### config.mk
export PLATFORM = sky130hd
export DESIGN_NAME = midi_message_assembler_echo_unit
export DESIGN_NICKNAME = d
export VERILOG_FILES = /design/src/design/mma_pkg.sv /design/src/design/mma_front.sv /design/src/design/mma_queue.sv /design/src/design/mma_back.sv /design/src/design/midi_message_assembler_echo_unit.sv
export SDC_FILE = /design/constraint.sdc
export NUM_CORES = 1
export LEC_CHECK = 0
export ABC_CLOCK_PERIOD_IN_PS = 3700
export BUFFER_PORTS_ARGS = -buffer_cell sky130_fd_sc_hd__buf_4
export CORE_MARGIN = 2
export CORE_UTILIZATION = 58
export CTS_CLUSTER_DIAMETER = 200
export CTS_CLUSTER_SIZE = 14
export DETAILED_ROUTE_END_ITERATION = 8
export PLACE_DENSITY = 0.75
export REMOVE_ABC_BUFFERS = 1
export SYNTH_ARGS = -nofsm -noshare
export SYNTH_HDL_FRONTEND = slang
export SYNTH_SLANG_ARGS = --single-unit
export TNS_END_PERCENT = 100
### constraint.sdc
create_clock -name clk -period 3.7 [get_ports clk]
set_input_delay 0 -clock clk [delete_from_list [all_inputs] [get_ports clk]]
set_output_delay 0 -clock clk [all_outputs]
set_load 0.01 [all_outputs]
### src/design/mma_pkg.sv
// Package for the MIDI message assembler with echo.
// Holds the message descriptor type, the kind codes and the MIDI status constants.
// No dependencies.
package mma_pkg;

	localparam logic [1:0] KIND_CHANNEL  = 2'd0;
	localparam logic [1:0] KIND_COMMON   = 2'd1;
	localparam logic [1:0] KIND_REALTIME = 2'd2;

	localparam logic [7:0] REALTIME_MIN = 8'hF8;
	localparam logic [7:0] SYSTEM_MIN   = 8'hF0;
	localparam logic [3:0] HI_PROG      = 4'hC;
	localparam logic [3:0] HI_PRESS     = 4'hD;
	localparam logic [3:0] HI_SYSTEM    = 4'hF;
	localparam logic [7:0] ST_MTC       = 8'hF1;
	localparam logic [7:0] ST_SONG_POS  = 8'hF2;
	localparam logic [7:0] ST_SONG_SEL  = 8'hF3;
	localparam logic [7:0] ST_TUNE      = 8'hF6;

	localparam int QUEUE_DEPTH = 2;

	// One complete message to be echoed, from status byte to last data byte.
	typedef struct packed {
		logic [7:0] status;
		logic [6:0] d0;
		logic [6:0] d1;
		logic [1:0] len;
		logic [1:0] kind;
	} desc_t;

endpackage

### src/design/mma_front.sv
// Front part of the MIDI message assembler: parses received bytes and
// emits one descriptor for each completed message. Depends on mma_pkg.
module mma_front import mma_pkg::*; (
	input  logic       clk,
	input  logic       arst_n,
	input  logic       accept,
	input  logic [7:0] rx_byte,
	output logic       emit,
	output desc_t      desc
);

	logic [7:0] cur_status_q, cur_status_d;
	logic [1:0] need_q, need_d;
	logic       cnt_q, cnt_d;
	logic [6:0] store_q, store_d;
	logic [1:0] status_need;
	logic       msg_kind;

	// Message length that a status byte opens.
	always_comb begin
		priority if (rx_byte[7:4] == HI_PROG || rx_byte[7:4] == HI_PRESS) begin
			status_need = 2'd2;
		end else if (rx_byte[7:4] == HI_SYSTEM) begin
			priority if (rx_byte == ST_MTC || rx_byte == ST_SONG_SEL) begin
				status_need = 2'd2;
			end else if (rx_byte == ST_SONG_POS) begin
				status_need = 2'd3;
			end else if (rx_byte == ST_TUNE) begin
				status_need = 2'd1;
			end else begin
				status_need = 2'd0;
			end
		end else begin
			status_need = 2'd3;
		end
	end

	assign msg_kind = (cur_status_q >= SYSTEM_MIN);

	always_comb begin
		cur_status_d = cur_status_q;
		need_d       = need_q;
		cnt_d        = cnt_q;
		store_d      = store_q;
		emit         = 1'b0;
		desc         = '0;
		if (accept) begin
			priority if (rx_byte >= REALTIME_MIN) begin
				emit        = 1'b1;
				desc.status = rx_byte;
				desc.len    = 2'd1;
				desc.kind   = KIND_REALTIME;
			end else if (rx_byte[7]) begin
				cur_status_d = rx_byte;
				cnt_d        = 1'b0;
				if (status_need == 2'd1) begin
					emit        = 1'b1;
					desc.status = rx_byte;
					desc.len    = 2'd1;
					desc.kind   = KIND_COMMON;
					need_d      = 2'd0;
				end else begin
					need_d = status_need;
				end
			end else if (need_q != 2'd0) begin
				if (need_q == 2'd2 || cnt_q) begin
					// This data byte completes the message.
					emit        = 1'b1;
					desc.status = cur_status_q;
					desc.len    = need_q;
					desc.kind   = msg_kind ? KIND_COMMON : KIND_CHANNEL;
					desc.d0     = (need_q == 2'd2) ? rx_byte[6:0] : store_q;
					desc.d1     = rx_byte[6:0];
					cnt_d       = 1'b0;
					if (msg_kind) begin
						need_d = 2'd0;
					end
				end else begin
					store_d = rx_byte[6:0];
					cnt_d   = 1'b1;
				end
			end
		end
	end

	always_ff @(posedge clk or negedge arst_n) begin
		if (!arst_n) begin
			cur_status_q <= '0;
			need_q       <= '0;
			cnt_q        <= 1'b0;
		end else begin
			cur_status_q <= cur_status_d;
			need_q       <= need_d;
			cnt_q        <= cnt_d;
		end
	end

	always_ff @(posedge clk) begin
		store_q <= store_d;
	end

endmodule

### src/design/mma_queue.sv
// Two-entry descriptor queue between the parser and the echo sequencer.
// Depends on mma_pkg.
module mma_queue import mma_pkg::*; (
	input  logic  clk,
	input  logic  arst_n,
	input  logic  wr_en,
	input  desc_t wr_data,
	output logic  full,
	input  logic  rd_en,
	output logic  rd_valid,
	output desc_t rd_data
);

	localparam int PtrW = $clog2(QUEUE_DEPTH);
	localparam int CntW = $clog2(QUEUE_DEPTH + 1);

	desc_t            mem_q [QUEUE_DEPTH];
	logic [PtrW-1:0]  wr_ptr_q;
	logic [PtrW-1:0]  rd_ptr_q;
	logic [CntW-1:0]  count_q;

	assign full     = (count_q == CntW'(QUEUE_DEPTH));
	assign rd_valid = (count_q != '0);
	assign rd_data  = mem_q[rd_ptr_q];

	always_ff @(posedge clk or negedge arst_n) begin
		if (!arst_n) begin
			wr_ptr_q <= '0;
			rd_ptr_q <= '0;
			count_q  <= '0;
		end else begin
			if (wr_en) begin
				wr_ptr_q <= (wr_ptr_q == PtrW'(QUEUE_DEPTH - 1)) ? '0 : wr_ptr_q + 1'b1;
			end
			if (rd_en) begin
				rd_ptr_q <= (rd_ptr_q == PtrW'(QUEUE_DEPTH - 1)) ? '0 : rd_ptr_q + 1'b1;
			end
			unique case ({wr_en, rd_en})
				2'b10:   count_q <= count_q + 1'b1;
				2'b01:   count_q <= count_q - 1'b1;
				default: count_q <= count_q;
			endcase
		end
	end

	always_ff @(posedge clk) begin
		if (wr_en) begin
			mem_q[wr_ptr_q] <= wr_data;
		end
	end

endmodule

### src/design/mma_back.sv
// Back part of the MIDI message assembler: walks each descriptor one beat
// per cycle into the output register, while that register is empty or being popped. Depends on mma_pkg.
module mma_back import mma_pkg::*; (
	input  logic       clk,
	input  logic       arst_n,
	input  logic       q_valid,
	input  desc_t      q_data,
	output logic       q_pop,
	input  logic       pop,
	output logic       empty,
	output logic [7:0] echo_byte,
	output logic       last,
	output logic [1:0] kind
);

	logic [1:0] idx_q;
	logic       out_valid_q;
	logic [7:0] echo_q;
	logic       last_q;
	logic [1:0] kind_q;
	logic       load;
	logic       beat_last;
	logic [7:0] beat_byte;

	assign load      = q_valid && (!out_valid_q || pop);
	assign beat_last = (idx_q == q_data.len - 2'd1);
	assign q_pop     = load && beat_last;

	always_comb begin
		unique case (idx_q)
			2'd0:    beat_byte = q_data.status;
			2'd1:    beat_byte = {1'b0, q_data.d0};
			2'd2:    beat_byte = {1'b0, q_data.d1};
			default: beat_byte = q_data.status;
		endcase
	end

	always_ff @(posedge clk or negedge arst_n) begin
		if (!arst_n) begin
			idx_q       <= '0;
			out_valid_q <= 1'b0;
		end else begin
			if (load) begin
				idx_q       <= beat_last ? 2'd0 : idx_q + 2'd1;
				out_valid_q <= 1'b1;
			end else if (pop) begin
				out_valid_q <= 1'b0;
			end
		end
	end

	always_ff @(posedge clk) begin
		if (load) begin
			echo_q <= beat_byte;
			last_q <= beat_last;
			kind_q <= q_data.kind;
		end
	end

	assign empty     = !out_valid_q;
	assign echo_byte = echo_q;
	assign last      = last_q;
	assign kind      = kind_q;

endmodule

### src/design/midi_message_assembler_echo_unit.sv
// MIDI message assembler with echo: a byte that completes a message has its descriptor
// registered in the queue, and the first beat of its echo is then registered into the output.
// A message of n bytes (one to three) leaves at one beat per cycle while the consumer pops
// or the output is empty; a byte that completes nothing is still accepted while the queue
// has room. Reset (arst_n low) clears the parser state, the queue and the output.
// Depends on mma_pkg, mma_front, mma_queue and mma_back.
module midi_message_assembler_echo_unit import mma_pkg::*; (
	input  logic       clk,
	input  logic       arst_n,
	input  logic       push,
	output logic       full,
	input  logic [7:0] rx_byte,
	output logic       empty,
	input  logic       pop,
	output logic [7:0] echo_byte,
	output logic       last,
	output logic [1:0] kind
);

	// A byte is taken whenever the descriptor queue has room, even if it
	// completes nothing, which keeps the accept condition independent of data.
	logic  accept;
	logic  emit;
	desc_t front_desc;
	logic  q_valid;
	logic  q_pop;
	desc_t q_data;

	assign accept = push && !full;

	// The parser keeps the current status, the first data byte and the
	// message length; running status is simply the current status staying
	// open after a channel message completes.
	mma_front u_front (
		.clk     (clk),
		.arst_n  (arst_n),
		.accept  (accept),
		.rx_byte (rx_byte),
		.emit    (emit),
		.desc    (front_desc)
	);

	// The queue lets the parser keep accepting bytes while the sequencer
	// is still sending earlier messages or the consumer stalls.
	mma_queue u_queue (
		.clk      (clk),
		.arst_n   (arst_n),
		.wr_en    (emit),
		.wr_data  (front_desc),
		.full     (full),
		.rd_en    (q_pop),
		.rd_valid (q_valid),
		.rd_data  (q_data)
	);

	// The sequencer sends the status byte first, then the data bytes, and
	// marks the final beat of each message.
	mma_back u_back (
		.clk       (clk),
		.arst_n    (arst_n),
		.q_valid   (q_valid),
		.q_data    (q_data),
		.q_pop     (q_pop),
		.pop       (pop),
		.empty     (empty),
		.echo_byte (echo_byte),
		.last      (last),
		.kind      (kind)
	);

endmodule
==> flow_metrics.env, run 1 <==
export IMPL_status="finished, final reports clean"
export IMPL_irDropWorstVdd_v=0.000475
export IMPL_yosys_top_cells_count="edfxtp_1, mux2_2, mux2i_1"
export IMPL_postCtsHoldBufs=9
export IMPL_crit_type="flop to flop"
export IMPL_fp_row_count=29
export IMPL_ff2ff_path_depth=6
export IMPL_diodes=0
export IMPL_routedWlPerCell_microns=18.1
export IMPL_synth_area_top_cells="edfxtp_1, dfrtp_1, mux2_2, mux2i_1, nor2_1"
export IMPL_rrSetupSlack_ns=1.31
export IMPL_start_util_pct=60.2
export IMPL_portBuffers=24
export IMPL_finalCriticalPeriod_ns=2.39
export IMPL_wl_met2_microns=3410
export IMPL_cts_resized=0
export IMPL_fmax_ghz=0.419
export IMPL_min_path_cells=2
export IMPL_hold_violations=0
export IMPL_antenna_found_initial=0
export IMPL_synth_edf_count=70
export IMPL_core_area_sq_um=6390
export IMPL_syn2layout_area_growth_pct=14.4
export IMPL_cts_tree="yes"
export IMPL_die_width_microns=85.4
export IMPL_cts_root_buf="clkbuf_8"
export IMPL_ys_warn_count=0
export IMPL_gp_congestion=0.828
export IMPL_grt_pass1_wl_microns=11400
export IMPL_grt_pass1_vias=2288
export IMPL_dr_wl_met3_microns=304
export IMPL_wl_microns=7050
export IMPL_placed_area_sq_um=4100
export IMPL_setup_viol=0
export IMPL_seq_area_frac_synth_pct=66.4
export IMPL_arrival_ns=2.66
export IMPL_grt_max_degree=28
export IMPL_routed_top_layer="met4"
export IMPL_clock_skew_ns=0.00870
export IMPL_clock_path_buffers=2
export IMPL_ys_seq_elements=88
export IMPL_min_delay_start="rx_byte[7]"
export IMPL_ys_flop_type="edfxtp_1"
export IMPL_htreeDepth=3
export IMPL_drt_met1_wl_microns=3230
export IMPL_p_leak_nw=1.73
export IMPL_yosys_area_top_type="edfxtp_1"
export IMPL_r2r_end="u_queue.count_q[1]"
export IMPL_cp_start_kind="flop"
export IMPL_worst_slack_ns=1.31
export IMPL_path_clk_slew_ns=0.08
export IMPL_drive_gt1_share_pct=23.1
export IMPL_drc_errors=0
export IMPL_dp_hpwl_microns=4610
export IMPL_io_pins=25
export IMPL_worstHoldEndpoint="u_front.cur_status_q[3]"
export IMPL_n_fill_cell=446
export IMPL_r2r_start="u_queue.count_q[0]"
export IMPL_clk_latency_ns=0.35
export IMPL_powerDensity_nw_per_um2=737
export IMPL_numCtsBuffers=9
export IMPL_max_cap_violations=0
export IMPL_setup_tns_final_ns=0
export IMPL_ys_types=42
export IMPL_grt_ovfl_total=0
export IMPL_syn_area_per_cell_sq_um=14.3
export IMPL_nets=322
export IMPL_post_synth_top_count_cell="edfxtp_1"
export IMPL_syn_inst=268
export IMPL_vias=2273
export IMPL_hp_class="primary input to flop"
export IMPL_worst_pin_slew_ns=0.908
export IMPL_finish_instance_area_sq_um=4400
export IMPL_syn_area_sq_um=3840
export IMPL_drt_iter0_drc=190
export IMPL_worstSetupEndpointType="flop"
export IMPL_finalNonFillerCells=389
export IMPL_min_period_over_period_pct=64.5
export IMPL_yosysTopAreaCellShare_pct=54.7
export IMPL_drtAntennaViolNets=0
export IMPL_post_cts_buffers=0
export IMPL_critPathMaxFanout=12
export IMPL_max_slew_margin_pct=39.0
export IMPL_die_area_sq_um=7290
export IMPL_chipHeight_microns=85.4
export IMPL_viasPerCell=5.84
export IMPL_grt_usage_pct=21.2
export IMPL_cts_sinks=88
export IMPL_drv_slew=0
export IMPL_dp_cells=364
export IMPL_rsz0062_at_grt="false"
export IMPL_required_ns=3.97
export IMPL_dr_pass1_iters=4
export IMPL_async_reset_ff_share_pct=20.5
export IMPL_place_ws_ns=1.42
export IMPL_whs_ns=0.0278
-- where the power goes --
group	internal, mW	switching, mW
Combinational	0.483	0.602
Sequential	1.35	0.113
Clock	0.374	0.315
Total	2.21	1.03
-- layout by cell type, fill, tap and decap left out, types with 3 or more instances in the layout --
master,n
dlygate4sd3_1,9
mux2_2,23
a22o_1,3
a221oi_1,7
and3_1,7
o21ai_0,12
edfxtp_1,70
mux2i_1,19
nor2_1,18
ha_1,3
nand2b_1,8
dfrtp_1,18
nor3_1,3
clkbuf_8,9
a21oi_1,13
nand2_1,12
and2_1,3
inv_1,9
buf_4,27
-- kinds of logic (layout without fill, tap and decap cells) --
family          Yosys count  after routing  synth area share (%)
compound gates           47             47                  8.17
flops                    88             88                  66.4
buf+inv                  17             61                  2.15
mux                      44             44                  12.4
fa+ha+maj                 3              3                 0.977
xor+xnor                  5              5                  1.33
simple gates             64             64                  8.56
-- critical path, stage by stage (launching register included) --
cell and delay, ns:
dfrtp_1 0.44, o21ai_0 0.50, inv_1 0.44, and2_1 0.30, ha_1 0.31, nor2_1 0.16
xor2_1 0.16
-- state kept, by name, summed over array words and instances, names as in the netlist --
| signal | flops |
|---|---|
| u_queue.mem_q | 52 |
| u_front.cur_status_q | 8 |
| u_front.need_q | 2 |
| u_back.idx_q | 2 |
| u_queue.wr_ptr_q | 1 |
| u_front.cnt_q | 1 |
| u_back.kind | 2 |
| u_back.echo_byte | 8 |
| u_queue.count_q | 2 |
| u_queue.rd_ptr_q | 1 |
| u_back.last | 1 |
| u_back.out_valid_q | 1 |
| u_front.store_q | 7 |
-- layer usage --
metal	global-route usage, %	vias to the layer above
li1	-	1085
met1	29.8	1107
met2	33.1	72
met3	4.96	9
met4	7.22	0
met5	0	-
-- final cells by class --
cell class,count,area [sq um],share of cell area (%)
clock inverters,7,86.3,1.96
clock buffers,9,124,2.82
well taps,77,96.3,2.19
repair buffers,36,293,6.66
flip-flops and latches,88,2550,58.1
inverters,9,33.8,0.768
multi-input cells,163,1210,27.5
-- metrics by stage --
step / total power, mW / util (%)
after floorplan: 2.21 / -
after CTS: 3.26 / 68.8
after global placement: 2.54 / 64.1
final: 3.24 / 68.8
after detailed placement: 2.56 / 64.1
after global routing: 3.42 / 68.8
-- how the worst max path moves through the flow --
stage,from,end,slack [ns],cells after the start
CTS,u_queue.count_q[0],u_queue.count_q[1],1.31,6
global route,u_queue.count_q[0],u_queue.count_q[1],1.16,6
floorplan,u_front.need_q[0],u_queue.mem_q[0][0],0.81,4
finish,u_queue.count_q[0],u_queue.count_q[1],1.31,6
detailed placement,u_queue.count_q[0],u_queue.count_q[1],1.42,6
global placement,u_front.need_q[0],u_queue.mem_q[0][17],1.49,5
Note: power is estimated with default switching activity, not from simulation.
==> run 2, diff against run 1 <==
- ABC_CLOCK_PERIOD_IN_PS: 3700 -> 2250
- clock period: 3.7 -> 2.25 ns (I/O delays scaled with it)
==> run 2 against run 1 <==
Effect of this change: core utilization is 0.37 points higher; via count up 2.6%; wire length rose by 4.2%; die area did not move; global-route usage up 0.76 points; clock-buffer cell count up 1; hold slack gained 0.0020 ns; final cell count up 1.5%; clock power increased by 35%; highest routed layer unchanged.
==> flow_metrics.env, run 2 (synthesized netlist as in run 1, its figures left out) <==
export IMPL_hold_violations=0
export IMPL_mostFrequentLayoutCells="edfxtp_1, buf_4, mux2_2, mux2i_1"
export IMPL_dr_pass1_iters=4
export IMPL_max_cap_violations=0
export IMPL_clkPwrFrac_pct=17.8
export IMPL_p_leak_nw=1.73
export IMPL_wl_microns=7350
export IMPL_postCtsHoldBufs=9
export IMPL_portBuffers=24
export IMPL_crit_type="flop to flop"
export IMPL_status="finished, final reports clean"
export IMPL_gp_congestion=0.832
export IMPL_clk_latency_ns=0.36
export IMPL_worstSetupEndpointType="flop"
export IMPL_grt_busiest_layer="met2"
export IMPL_core_area_sq_um=6390
export IMPL_grt_pass1_wl_microns=12000
export IMPL_nets=328
export IMPL_clock_skew_ns=0.0149
export IMPL_whs_ns=0.0298
export IMPL_critPathMaxFanout=4
export IMPL_combPwrFrac_pct=36.0
export IMPL_fp_row_count=29
export IMPL_start_util_pct=60.2
export IMPL_largest_register="u_queue.mem_q"
export IMPL_grt_ovfl_total=0
export IMPL_cts_root_buf="clkbuf_8"
export IMPL_max_slew_margin_pct=57.3
export IMPL_grt_pass1_vias=2400
export IMPL_final_common_cell="edfxtp_1"
export IMPL_diodes=0
export IMPL_cts_tree="yes"
export IMPL_gr_usage_met3_pct=3.70
export IMPL_drv_slew=0
export IMPL_routedWlPerCell_microns=18.6
export IMPL_final_util_pct=69.2
export IMPL_power_internal_mw=3.47
export IMPL_setup_viol=0
export IMPL_cts_sinks=88
export IMPL_drc_errors=0
export IMPL_dp_hpwl_microns=4750
export IMPL_arrival_ns=2.24
export IMPL_path_clk_slew_ns=0.09
export IMPL_min_period_over_period_pct=88.3
export IMPL_syn2layout_area_growth_pct=15.0
export IMPL_drt_iter0_drc=139
export IMPL_finalCriticalPeriod_ns=1.99
export IMPL_placed_area_sq_um=4170
export IMPL_antenna_found_initial=0
export IMPL_die_area_sq_um=7290
export IMPL_post_cts_buffers=0
export IMPL_vias=2331
export IMPL_grt_usage_pct=22.0
export IMPL_cp_start_kind="flop"
export IMPL_met1_usage_pct=30.1
export IMPL_htreeDepth=3
export IMPL_power_mw=5.22
export IMPL_hp_class="primary input to flop"
export IMPL_irDropWorstVdd_v=0.000809
export IMPL_chipHeight_microns=85.4
export IMPL_numCtsBuffers=9
export IMPL_io_pins=25
export IMPL_p_sw_share_pct=33.4
export IMPL_grt_max_degree=27
export IMPL_seqPwrFrac_pct=46.2
export IMPL_drive_gt1_share_pct=23.9
export IMPL_clock_path_buffers=2
export IMPL_fmax_ghz=0.503
export IMPL_switching_power_mw=1.74
export IMPL_largest_register_ff_count=52
export IMPL_worst_pin_slew_ns=0.641
export IMPL_use_met2_pct=34.6
export IMPL_required_ns=2.50
export IMPL_cts_resized=0
export IMPL_rsz0062_at_grt="false"
export IMPL_drtAntennaViolNets=0
export IMPL_finish_instance_area_sq_um=4420
export IMPL_powerDensity_nw_per_um2=1180
export IMPL_die_width_microns=85.4
export IMPL_viasPerCell=5.90
## run 2: cell count changes in the layout (fill, tap and decap cells not counted)
cell and change:
bufinv_16 -2, clkinv_2 -2, clkinvlp_4 +1, clkinv_4 +1
clkbuf_1 +1, buf_4 +4, buf_12 +2, clkinv_1 +1
## run 2: power by group through the flow
stage	logic, mW	registers (mW)	clock network, mW
after floorplan	1.12	2.52	0
after global placement	1.81	2.42	0
after detailed placement	1.87	2.44	0
after CTS	1.89	2.41	0.947
after global routing	2.06	2.45	1.01
final	1.88	2.41	0.930
## run 2: path summary, 6_finish.rpt
kind	start	end	slack, ns	depth (start not counted)
hold / removal	rx_byte[7]	u_front.cur_status_q[3]	0.03	2
max in group asynchronous	arst_n	u_queue.rd_ptr_q	1.99	2
setup / recovery	u_queue.rd_ptr_q	u_queue.count_q[1]	0.26	8
min in group asynchronous	arst_n	u_back.idx_q[1]	0.04	2
hold reg to reg	u_front.cur_status_q[0]	u_front.cur_status_q[0]	0.51	1
setup reg to reg	u_queue.rd_ptr_q	u_queue.count_q[1]	0.26	8
## run 2: final cells by class
cell class	count	area, sq um
repair buffers	42	363
clock inverters	6	36.3
inverters	9	33.8
flip-flops and latches	88	2550
well taps	77	96.3
clock buffers	10	128
multi-input cells	163	1210
fillers	470	1970
## run 2: worst max-delay path, stage by stage (launching register included)
cell,delay (ns)
dfrtp_1,0.41
mux2i_2,0.27
xnor2_2,0.18
mux2i_2,0.34
and2_1,0.19
ha_1,0.17
xnor2_1,0.13
nor2_1,0.07
xor2_1,0.14
## run 2: through the flow
stage	instances	setup WS [ns]	TNS, ns
2_1_floorplan	260	-0.643	-19.22
3_3_place_gp	370	0.314	0
3_5_place_dp	370	0.243	0
4_1_cts	395	0.233	0
5_1_grt	395	0.0928	0
6_report	395	0.262	0
## run 2: metal layers
layer	share of wire (%)	vias to the layer above
met5	0	-
met4	1.0	0
met3	4.8	5
met2	49	68
met1	46	1155
li1	-	1103
